`config.mk`:
```
export PLATFORM = sky130hd
export DESIGN_NAME = cts_divider
export DESIGN_NICKNAME = d
export VERILOG_FILES = /design/src/hdl/cts_pkg.sv /design/src/hdl/cts_divider.sv
export SDC_FILE = /design/constraint.sdc
export NUM_CORES = 1
export LEC_CHECK = 0
export ABC_AREA = 1
export CORE_MARGIN = 3
export CORE_UTILIZATION = 40
export DETAILED_ROUTE_END_ITERATION = 10
export DONT_BUFFER_PORTS = 1
export GPL_ROUTABILITY_DRIVEN = 0
export GPL_TIMING_DRIVEN = 1
export PLACE_DENSITY_LB_ADDON = 0.1
export RECOVER_POWER = 25
export SYNTH_ARGS = -nofsm -noshare
export SYNTH_HDL_FRONTEND = slang
export SYNTH_SLANG_ARGS = --single-unit
```
`constraint.sdc`:
```
create_clock -name clk -period 4.6 [get_ports clk]
set_input_delay 0.92 -clock clk [delete_from_list [all_inputs] [get_ports clk]]
set_output_delay 0.92 -clock clk [all_outputs]
set_load 0.1 [all_outputs]
```
`src/hdl/cts_pkg.sv`:
```
// ----------------------------------------------------------------------------
// Completion time summary package
// Shared widths, rank constants and sequencer states.
// ----------------------------------------------------------------------------
`default_nettype none

package cts_pkg;

	localparam int TIME_BITS     = 48;
	localparam int CNT_BITS      = 16;
	localparam int SUM_BITS      = 64;
	localparam int MAX_FLOWS_DEF = 1024;
	localparam int PM_BITS       = 10;
	localparam int RANK_DIV      = 1000;
	localparam int RANK_ROUND    = 999;
	localparam int PM_P50        = 500;
	localparam int PM_P90        = 900;
	localparam int PM_P99        = 990;
	localparam int N_RANKS       = 3;
	localparam int N_PICKS       = 5;

	// ceil(2^RECIP_SHIFT / RANK_DIV), exact for rank products below 2^26
	localparam int                    RECIP_SHIFT = 36;
	localparam int                    RECIP_BITS  = 27;
	localparam logic [RECIP_BITS-1:0] RANK_RECIP  = 27'd68719477;

	typedef enum logic [2:0] {
		ST_IDLE,
		ST_INS,
		ST_PUT,
		ST_DIV,
		ST_WAIT,
		ST_PICK,
		ST_OUT
	} cts_state_t;

	function automatic logic [PM_BITS-1:0] rank_permille(input logic [1:0] sel);
		logic [PM_BITS-1:0] pm;
		case (sel)
			2'd0:    pm = PM_BITS'(PM_P50);
			2'd1:    pm = PM_BITS'(PM_P90);
			default: pm = PM_BITS'(PM_P99);
		endcase
		return pm;
	endfunction

endpackage

`default_nettype wire

```
`src/hdl/cts_divider.sv`:
```
// ----------------------------------------------------------------------------
// Mean divider
// Restoring radix-2 divider, one quotient bit per cycle, used for the
// mean of the stored times.
// ----------------------------------------------------------------------------
`default_nettype none

module cts_divider
	import cts_pkg::*;
#(
	parameter int DIV_W = 11
) (
	input  wire logic                clk,
	input  wire logic                arst_n,
	input  wire logic                start,
	input  wire logic [SUM_BITS-1:0] dividend,
	input  wire logic [DIV_W-1:0]    divisor,
	output logic                     done,
	output logic      [SUM_BITS-1:0] quotient
);

	localparam int STEP_W = $clog2(SUM_BITS + 1);

	logic [DIV_W-1:0]    rem_q;
	logic [DIV_W-1:0]    dvs_q;
	logic [SUM_BITS-1:0] quo_q;
	logic [STEP_W-1:0]   step_q;
	logic                run_q;
	logic                done_q;
	logic [DIV_W:0]      shifted;
	logic [DIV_W:0]      diff;
	logic                ge;

	always_comb begin
		shifted = {rem_q, quo_q[SUM_BITS-1]};
		diff    = shifted - {1'b0, dvs_q};
		ge      = (shifted >= {1'b0, dvs_q});
	end

	always_ff @(posedge clk or negedge arst_n) begin
		if (!arst_n) begin
			run_q  <= 1'b0;
			done_q <= 1'b0;
			step_q <= '0;
		end else begin
			done_q <= 1'b0;
			if (start) begin
				run_q  <= 1'b1;
				step_q <= STEP_W'(SUM_BITS);
			end else if (run_q) begin
				step_q <= step_q - 1'b1;
				if (step_q == STEP_W'(1)) begin
					run_q  <= 1'b0;
					done_q <= 1'b1;
				end
			end
		end
	end

	always_ff @(posedge clk) begin
		if (start) begin
			rem_q <= '0;
			dvs_q <= divisor;
			quo_q <= dividend;
		end else if (run_q) begin
			rem_q <= ge ? diff[DIV_W-1:0] : shifted[DIV_W-1:0];
			quo_q <= {quo_q[SUM_BITS-2:0], ge};
		end
	end

	assign done     = done_q;
	assign quotient = quo_q;

endmodule

`default_nettype wire

```
* Yosys cells after proc, flatten, opt, wreduce, memory -nomap -nowiden
Index checks and enable logic that the tools add are counted.
Storage, ports and cells: memories 0, logic and storage cells 22, output and inout bits 65, bits in registers 95, memory bits (read-only) 0, memory bits (writable) 0, latch bits 0
Operators by class: reduce and logical (&&, ||, !) cells 1, bitwise logic cells 0, multipliers 0, $add $sub $neg 2, muxes and demuxes 11, equality and inequality tests 1, order comparisons 1, shift-type cells 0, divide/modulo/power cells 0
Operators by type and width (count):
- 2-to-1 mux 64 bit | 2
- 2-to-1 mux 7 bit | 2
- >= comparator 12 x 11 -> 1 bit | 1
- 2-to-1 mux 11 bit | 1
- subtractor 11 bit | 1
- equality test 7 x 1 -> 1 bit, second input constant | 1
- subtractor 7 x 1 -> 7 bit, second input constant | 1
- 2-to-1 mux 1 bit | 6
- nonzero test 2 bit | 1

* Logic depth before layout (Yosys ltp)
Gate-level depths: netlist (run 1).
word-level depth 4, depth in mapped cells 12, gate-level depth less buffers 12

* Least setup slack after synthesis (run 1)
OpenSTA, ideal clock, no wires.
path kind in2reg, from input start, to register quo_q[0], in the netlist quotient[0] (enable), setup slack 1926 ps, required time 4181 ps, cell stages on the path 2, setup time 419 ps, arrival time 2255 ps, path buffers 0, cell sequence nor2_1 > inv_1
Between the ends: word-level cells in the longest chain between the ends 1
Ends and longest elaborated chain:
- start, declared | RTL line cts_divider.sv:15 | input wire logic start,
- nonzero test 2 bit (no line)
- end signal, assigned | RTL line cts_divider.sv:64 | quo_q <= dividend;
- end signal, assigned | RTL line cts_divider.sv:67 | quo_q <= {quo_q[SUM_BITS-2:0], ge};
- end, declared | RTL line cts_divider.sv:26 | logic [SUM_BITS-1:0] quo_q;
No other way between the ends. A chain may end at the register's enable or synchronous reset.

* Final worst setup path (run 1)
from register quo_q[63], in the netlist quotient[63], to register rem_q[5]
Between the ends: word-level cells in the longest chain between the ends 2, elaborated cells between the ends (all ways) 3, those cells by class 1 x add/sub; 1 x order compare; 1 x mux
Ends and longest elaborated chain:
- subtractor 11 bit or >= comparator 12 x 11 -> 1 bit (tied branches) | RTL line cts_divider.sv:36, cts_divider.sv:37
- 2-to-1 mux 11 bit * | RTL line cts_divider.sv:66 | rem_q <= ge ? diff[DIV_W-1:0] : shifted[DIV_W-1:0];
- end signal, assigned | RTL line cts_divider.sv:66
- end, declared | RTL line cts_divider.sv:24 | logic [DIV_W-1:0] rem_q;
Every way passes the cells marked *; elsewhere a longest branch is shown, timed or not.

==> flow_summary.ini, run 1 <==
[final_layout]
multi_input_area_sq_mm = 0.001694
fillers = 1052
drive_above_1_share_pct = 5.495
ff_latch_area_sq_mm = 0.002698
n_antenna_cell = 0
syn_to_final_growth_pct = 9.877
nets = 633

[sta]
slew_headroom_pct = 14.20
setup_viol = 0
skew_ns = 0.003921
grt_setup_unrepaired = false
setup-tns-final_ns = 0
worst_slew_pin_slew_ns = 1.286
slew_violations = 0
fin_crit_sh_pct = 59.24
finalCriticalPeriod_ns = 2.725
hold_violations = 0
fmax_ghz = 0.3670

[clock_tree]
ctsHoldBuffers = 0
cts_root_buf = clkbuf_16
ctsHtreeMaxLevel = 3
cts_tree = yes
numCtsBuffers = 9
clock_latency_ns = 0.33
path_clk_slew_ns = 0.06
cts_setup_buffers = 0
ctsResizeCount = 0
clock-sinks = 95
clock_path_buffers = 2

[setup_path]
cp.required_ns = 4.83
critPathLaunchType = flip-flop
critPathKind = flip-flop to flip-flop
crit_start = quotient[63]
r2r-start = quotient[63]
critPathMaxFanout = 12
reg2reg_slack_ns = 1.88
cp.arrival_ns = 2.95
cp-end-kind = flip-flop
r2r_end = rem_q[5]
ff2ff_path_depth = 12

[synth]
syn-instance-count = 546
synthFlopType = edfxtp_1
synth_area_sq_mm = 0.004700
synth_cell_types = 27
ys_seq_elements = 95
syn_avg_cell_area_sq_um = 8.607
synth_edf_count = 75
seq_area_frac_synth_pct = 57.40
async_reset_ff_share_pct = 9.474
ys_warn_count = 0
syn-num-nets = 638

[floorplan]
rows = 38
coreArea_sq_mm = 0.01117
die-area_sq_mm = 0.01309
die_h_um = 114.4
start_util_pct = 42.06
io_pins = 143
die_w_um = 114.4

[drt]
antenna_left = 0
num_vias = 3440
route.top_layer_used = met4
met1Wirelength_mm = 4.567
wire_per_inst_um = 15.33
viasPerCell = 5.015
route.detailed.drc = 0
wl_met2_mm = 4.900
wl_met3_um = 906
routed_wirelength_mm = 10.52
drtPass1Iterations = 4
drt-initial-drc-count = 227

[global_route]
grt_start_max_net_pins = 79
grt_pass1_vias = 3426
grtUsageTotal_pct = 16.90
grt.overflow.total = 0
antenna_found_initial = 0
grt_pass1_wl_mm = 17.55

[min_path]
worst_hold_path_type = input pin to asynchronous set/reset pin

[placement]
dpl.hpwl_mm = 7.632
portBuffers = 0

[status]
status = completed

[power]
total_power_uw = 3089
cellLeakagePower_uw = 0.002520
irDropWorstVdd_v = 0.0002675
power_density_mw_per_mm2 = 598.1

[flow_run]
cap_viol_max_count = 0
==> synth_stat cells, types with 6 or more instances <==
library cell / count / share of area (%)
a21oi_1: 7 / 0.75
buf_2: 6 / 0.64
clkbuf_1: 12 / 0.96
dfrtp_1: 9 / 4.8
dfxtp_1: 11 / 4.7
edfxtp_1: 75 / 48
ha_1: 13 / 3.5
inv_1: 53 / 4.2
nand2_1: 269 / 21
nand3_1: 33 / 3.5
nand4_1: 15 / 2.0
nor2_1: 18 / 1.4
==> layout make-up <==
| cell class | instances | share of cell area, % |
|---|---|---|
| Inverter | 56 | 4.071 |
| Timing Repair Buffer | 4 | 0.5815 |
| Tap cell | 140 | 3.392 |
| Sequential cell | 95 | 52.24 |
| Clock buffer | 11 | 4.895 |
| Clock inverter | 5 | 2.011 |
| Multi-Input combinational cell | 375 | 32.81 |
==> cells in the final DEF (no fill, tap or decap), types with 2 or more instances in the layout <==
| master | instances |
|---|---|
| a21oi_1 | 7 |
| nand2_1 | 269 |
| xnor2_1 | 2 |
| nor2_1 | 18 |
| nand3_1 | 33 |
| nand2_2 | 3 |
| clkbuf_16 | 9 |
| dfrtp_1 | 9 |
| bufinv_16 | 3 |
| edfxtp_1 | 75 |
| ha_1 | 13 |
| inv_2 | 2 |
| clkbuf_8 | 2 |
| inv_1 | 54 |
| o21ai_0 | 5 |
| buf_4 | 4 |
| nand4_1 | 15 |
| dfxtp_1 | 11 |
==> critical path, cell delays in order (launching register included) <==
cell and delay, ns:
edfxtp_1 0.32, buf_4 0.29, inv_1 0.11, ha_1 0.24
fa_1 0.41, inv_1 0.10, nand3_1 0.07, nand3_1 0.15
nand2_1 0.32, nand4_2 0.35, nand3_1 0.13, nand3_1 0.09
nand2_1 0.05
==> power by group <==
part | leakage, uW | internal (uW) | switching (uW) | total [uW]
Clock | 0.000176 | 561 | 303 | 864
Combinational | 0.00133 | 217 | 371 | 588
Sequential | 0.00101 | 1070 | 571 | 1640
Total | 0.00252 | 1840 | 1240 | 3090
==> stage by stage <==
step	hold slack, ns	instance area (sq um)	util (%)	cells	worst slack, ns
after global routing	0.2514	5164	46.22	686	1.603
after global placement	0.4583	4807	43.02	670	1.951
after detailed placement	0.4671	4807	43.02	670	1.889
final	0.2784	5164	46.22	686	1.875
after floorplan	0.4379	4700	-	546	1.926
after CTS	0.2624	5164	46.22	686	1.875
==> registers in the layout, summed over array words and instances (netlist names) <==
name	count
done	1
dvs_q	11
quotient	64
rem_q	11
run_q	1
step_q	7
==> how the worst max path moves through the flow <==
stage | endpoint | slack [ns]
after floorplan | quotient[0] | 1.93
after global placement | rem_q[9] | 1.95
after detailed placement | rem_q[5] | 1.89
final | rem_q[5] | 1.88
after global routing | rem_q[5] | 1.60
after CTS | rem_q[5] | 1.87
==> metal layers <==
metal	global-route usage, %	up-vias
li1	-	1738
met1	22.66	1576
met2	25.42	116
met3	6.660	10
met4	4.909	0
met5	0	-
==> logic make-up after synthesis <==
| kind of cell | synth area share (%) |
|---|---|
| AOI/OAI and AO/OA | 1.597 |
| adders and majority gates | 3.887 |
| and+or+nand+nor | 30.01 |
| xor gates and xnor gates | 0.5592 |
| DFF | 57.40 |
| buffers and inverters | 6.549 |
No activity file was read; power rests on OpenSTA's default activity.
==> run 2, diff against run 1 <==
==> constraint.sdc (replaced) <==
create_clock -name clk -period 2.7 [get_ports clk]
set_input_delay 0.54 -clock clk [delete_from_list [all_inputs] [get_ports clk]]
set_output_delay 0.54 -clock clk [all_outputs]
set_load 0.1 [all_outputs]
==> run 2 against run 1 <==
  * Wire length rose by 3.2%
  * Core utilization fell by 0.10 points
  * Global-route usage rose by 0.11 points
  * Flip-flop and latch count did not move
  * First-iteration DRC count fell by 4.0%
  * Non-clock buffer count rose by 10
  * Design area fell by 0.22%
  * Via count rose by 0.93%
  * Critical path depth fell by 2
  * Worst setup slack got worse by 1.3 ns
  * Combinational power rose by 97%
  * Register-to-register slack got worse by 1.3 ns
  * Critical path type unchanged
==> flow_summary.ini, run 2 (same netlist as run 1, synthesis figures left out) <==
[status]
status = completed

[clock_tree]
cts_setup_buffers = 0
clock_path_buffers = 2
cts_tree = yes
path_clk_slew_ns = 0.06
clock-sinks = 95
clock_latency_ns = 0.34
cts_root_buf = clkbuf_16
ctsResizeCount = 0
ctsHoldBuffers = 1
ctsHtreeMaxLevel = 3
numCtsBuffers = 9

[placement]
dpl_worst_slack_ns = 0.5887
dpl.hpwl_mm = 7.682
portBuffers = 0

[setup_path]
cp.arrival_ns = 2.23
critPathLaunchType = flip-flop
critPathMaxFanout = 12
critPathKind = flip-flop to flip-flop
cp.required_ns = 2.80
reg2reg_slack_ns = 0.57
cp-end-kind = flip-flop

[floorplan]
rows = 38
die_h_um = 114.4
coreArea_sq_mm = 0.01117
die_w_um = 114.4
io_pins = 143
start_util_pct = 42.06
die-area_sq_mm = 0.01309

[power]
irDropWorstVdd_v = 0.0006200
power_density_mw_per_mm2 = 961.1
total_power_uw = 4952
cellLeakagePower_uw = 0.002523

[sta]
grt_setup_unrepaired = false
worst_slew_pin_slew_ns = 1.198
finalCriticalPeriod_ns = 2.129
finalWorstSetupSlack_ns = 0.5711
hold_violations = 0
slew_headroom_pct = 20.07
fmax_ghz = 0.4697
skew_ns = 0.004635
slew_violations = 0
setup_viol = 0
fin_crit_sh_pct = 78.85
worst_hold_slack_ns = 0.2880
setup-tns-final_ns = 0

[final_layout]
drive_above_1_share_pct = 6.115
nets = 643
layout_common_cells = nand2_1, edfxtp_1, inv_1, nand3_1, nor2_1
fillers = 1103
largest_reg_flops = 64
syn_to_final_growth_pct = 9.638
final_common_cell = nand2_1
n_antenna_cell = 0

[flow_run]
cap_viol_max_count = 0

[global_route]
grt_pass1_wl_mm = 17.35
grt_pass1_vias = 3535
grt.overflow.total = 0
grt_start_max_net_pins = 79
antenna_found_initial = 0
grtUsageTotal_pct = 17.00

[drt]
num_vias = 3472
viasPerCell = 4.989
wire_per_inst_um = 15.59
routed_wirelength_mm = 10.85
drt-initial-drc-count = 218
antenna_left = 0
route.detailed.drc = 0
drtPass1Iterations = 4

[min_path]
worst_hold_path_type = input pin to flip-flop
[run 2: changes by cell type in the layout (fill, tap and decap cells not counted), sizes merged]
cell,change
dlygate4sd3,+1
clkinv,+3
bufinv,-3
clkbuf,+1
buf,+8
[run 2: final timing paths]
path	from	end	cells after the start
setup / recovery	quotient[63]	quotient[0]	10
min in group asynchronous	arst_n	step_q[2]	1
setup reg to reg	quotient[63]	quotient[0]	10
max in group asynchronous	arst_n	step_q[4]	1
hold / removal	divisor[7]	dvs_q[7]	0
hold reg to reg	rem_q[6]	rem_q[6]	2
[run 2: final cells by class]
cell class              count  area [sq um]  share of cell area (%)
clock buffers              11         232.7                   4.517
clock inverters             5         25.02                  0.4857
inverters                  56         210.2                   4.080
multi-input cells         375          1694                   32.88
flip-flops and latches     95          2698                   52.36
well taps                 140         175.2                   3.400
repair buffers             14         117.6                   2.283
[run 2: worst max-delay path, cell delays in order (launching register included)]
cell and delay [ns]:
edfxtp_1 0.40, inv_1 0.09, ha_1 0.19, fa_1 0.22
inv_1 0.07, nand3_1 0.07, nand3_1 0.15, nand2_1 0.15
nand4_2 0.34, nand2_1 0.16, nand2_1 0.06
[run 2: report_power, final]
group / internal [uW] / switching (uW)
combinational: 391 / 764
clock: 616 / 523
sequential: 1820 / 842
[run 2: layer usage]
metal | GRT usage (%) | vias to the layer above | routed length [um]
met5 | 0 | - | 0
met1 | 20.65 | 1605 | 4481
met4 | 5.146 | 0 | 144
met3 | 7.717 | 8 | 941
met2 | 27.16 | 107 | 5282
li1 | - | 1752 | -
[run 2: per-stage QoR]
stage / cell area (sq um) / cells / utilization, %
2_1_floorplan: 4700 / 546 / -
3_3_place_gp: 4900 / 679 / 43.85
3_5_place_dp: 4900 / 679 / 43.85
4_1_cts: 5167 / 696 / 46.25
5_1_grt: 5152 / 696 / 46.11
6_report: 5152 / 696 / 46.11
==> run 3, diff against run 2 <==
--- a/config.mk
+++ b/config.mk
@@ -5,7 +5,7 @@
 export SDC_FILE = /design/constraint.sdc
 export NUM_CORES = 1
 export LEC_CHECK = 0
-export ABC_AREA = 1
+export ABC_AREA = 0
 export CORE_MARGIN = 3
 export CORE_UTILIZATION = 40
 export DETAILED_ROUTE_END_ITERATION = 10
==> constraint.sdc (replaced) <==
create_clock -name clk -period 1.9 [get_ports clk]
set_input_delay 0.38 -clock clk [delete_from_list [all_inputs] [get_ports clk]]
set_output_delay 0.38 -clock clk [all_outputs]
set_load 0.1 [all_outputs]
==> run 3 against run 2 <==
  * The run now ends with setup timing left
  * Core utilization up 6.7 points
  * Synthesized area shrank 2.9%
  * Wire length decreased by 11%
  * Hold slack lost 0.17 ns
  * Clock skew is 0.0021 ns higher
  * Largest power group is now combinational cells
==> flow_summary.ini, run 3 <==
[status]
status = complete, but fails checks
violations = setup timing

[power]
cellLeakagePower_uw = 0.002369
power_density_mw_per_mm2 = 1527
irDropWorstVdd_v = 0.0007105

[global_route]
grt_start_max_net_pins = 99
grtUsageTotal_pct = 15.30
antenna_found_initial = 0
grt_pass1_wl_mm = 15.45
grt_use_met1_pct = 20.06
use_met3_pct = 6.310
busiest_layer = met2
grt.overflow.total = 0
grt_pass1_vias = 3043
grt_use_met2_pct = 22.87

[setup_path]
critPathMaxFanout = 5
critPathLaunchType = flip-flop
cp.required_ns = 2.12
path_common_cell = o21ai_4
crit_chain = inv_2 -> ha_4 -> fa_2 -> nor2b_4 -> o31a_1 -> o21ai_4 -> o21ai_4 -> buf_12 -> nor4bb_2 -> or3_1
reg2reg_slack_ns = -0.37
cp.arrival_ns = 2.49
cp-end-kind = flip-flop
crit_slowest_cell = edfxtp_1
critPathMaxStageDelay_ns = 0.40
critPathKind = flip-flop to flip-flop

[sta]
worst_slew_pin_slew_ns = 0.8962
hold_violations = 0
fmax_ghz = 0.4413
finalCriticalPeriod_ns = 2.266
skew_ns = 0.006717
grt_setup_unrepaired = true
setup_viol = 12
fin_crit_sh_pct = 119.3
slew_violations = 0
slew_headroom_pct = 40.25
setup-tns-final_ns = -3.556
finalWorstSetupSlack_ns = -0.3660

[clock_tree]
clock-sinks = 95
cts_tree = yes
path_clk_slew_ns = 0.07
cts_root_buf = clkbuf_16
clock_latency_ns = 0.34
clock_path_buffers = 2
ctsHtreeMaxLevel = 3
numCtsBuffers = 9

[final_layout]
nets = 515
drive_above_1_share_pct = 46.96
final_common_cell = buf_4
n_antenna_cell = 0
largest_reg_flops = 64
final_core_util_pct = 52.79
syn_to_final_growth_pct = 27.03
final-instance-count-excl-fill = 568
fillers = 944
layout_common_cells = buf_4, edfxtp_1, mux2_2, nor2_1, inv_1
ff_latch_area_sq_mm = 0.002698
multi_input_area_sq_mm = 0.001797

[drt]
num_vias = 2905
drt-initial-drc-count = 138
route.detailed.drc = 0
wire_per_inst_um = 17.01
routed_wirelength_mm = 9.661
drtPass1Iterations = 4
antenna_left = 0
viasPerCell = 5.114

[floorplan]
rows = 38
start_util_pct = 41.56
die_w_um = 112.8
die_h_um = 112.8
io_pins = 143
die-area_sq_mm = 0.01273
coreArea_sq_mm = 0.01098

[placement]
portBuffers = 0
dpl_worst_slack_ns = -0.3723
dpl.hpwl_mm = 6.567
dp.cells = 547

[synth]
ys_seq_elements = 95
yosysTopAreaCellShare_pct = 49.34
synth.area.top_cells = edfxtp_1, mux2_2, dfrtp_1, dfxtp_1, ha_1
async_reset_ff_share_pct = 9.474
seq_area_frac_synth_pct = 59.10
ys_warn_count = 0
synth_cell_types = 50
syn_avg_cell_area_sq_um = 14.04
synth_edf_count = 75
synthFlopType = edfxtp_1
syn-num-nets = 417
yosysMostFrequentCell = edfxtp_1
synth_common_cells = edfxtp_1, mux2_2, nor2_1
synth_area_sq_mm = 0.004564
syn-instance-count = 325
yosysTopAreaCell = edfxtp_1

[flow_run]
cap_viol_max_count = 0

[min_path]
worst_hold_path_type = input pin to flip-flop
-- run 3: changes by cell type in the layout (fill, tap and decap cells not counted), moves of 7 or more --
| cell | delta |
|---|---|
| nand4_1 | -14 |
| mux2_2 | +64 |
| inv_1 | -41 |
| nand2_1 | -260 |
| nand3_1 | -30 |
| mux2i_1 | +7 |
| buf_4 | +85 |
-- run 3: logic make-up (layout without fill, tap and decap cells) --
logic type                 count (synthesis)  after routing  synth area share, %
xor gates and xnor gates                  11             11                2.111
muxes                                     72             72                17.65
and+or+nand+nor                           63             63                8.087
buffers and inverters                     31            134                2.823
DFF                                       95             95                59.10
adders and majority gates                 14             14                4.002
AOI/OAI and AO/OA                         39             39                6.223
-- run 3: path summary, 6_finish.rpt --
path | end | startpoint | cells past startpoint
worst min-delay path | rem_q[3] | start | 1
min in group asynchronous | step_q[2] | arst_n | 1
max in group asynchronous | step_q[1] | arst_n | 1
worst min register to register | step_q[6] | step_q[6] | 2
worst max register to register | rem_q[1] | quotient[63] | 10
worst max-delay path | rem_q[1] | quotient[63] | 10
-- run 3: power by group --
part	internal [uW]	switching [uW]	total [uW]
clock network	883	766	1650
registers	2680	229	2910
logic	1600	2700	4300
total	5160	3690	8850
-- run 3: repair_timing --
action,in CTS,in global routing
gates resized for setup,5,7
pin swaps,8,9
buffers inserted,2,2
hold endpoints to repair,9,0
hold buffers,1,0
endpoints found under the setup margin,12,12
-- run 3: critical path, delay by kind of cell, from the launching register on --
family                   cells  cell delay [ns]
flip-flops                   1             0.40
AND/OR/NAND/NOR              3             0.57
adder cells (fa/ha/maj)      2             0.35
buffers and inverters        2             0.24
AO/OA/AOI/OAI                3             0.56
-- run 3: area by class of cell --
cell class / instances / area share [%]
clock inverter: 6 / 0.6258
clock buffer: 10 / 3.949
tap: 140 / 3.021
timing repair buffer: 103 / 13.92
multi-input combinational: 199 / 30.99
sequential: 95 / 46.53
inverter: 15 / 0.9711
-- run 3: stage by stage --
stage / hold WS (ns) / total power, uW / instance area (sq um)
finish: 0.1176 / 8854 / 5798
global route: 0.09175 / 9305 / 5798
CTS: 0.09961 / 8828 / 5753
detailed placement: 0.08466 / 7012 / 5423
global placement: 0.08464 / 6986 / 5423
floorplan: 0.08441 / 6033 / 4591
-- run 3: layer usage --
metal	share of wire [%]	wire length, um
met1	43	4159
met2	48	4592
met3	8.1	785
met4	1.3	124
met5	0	0
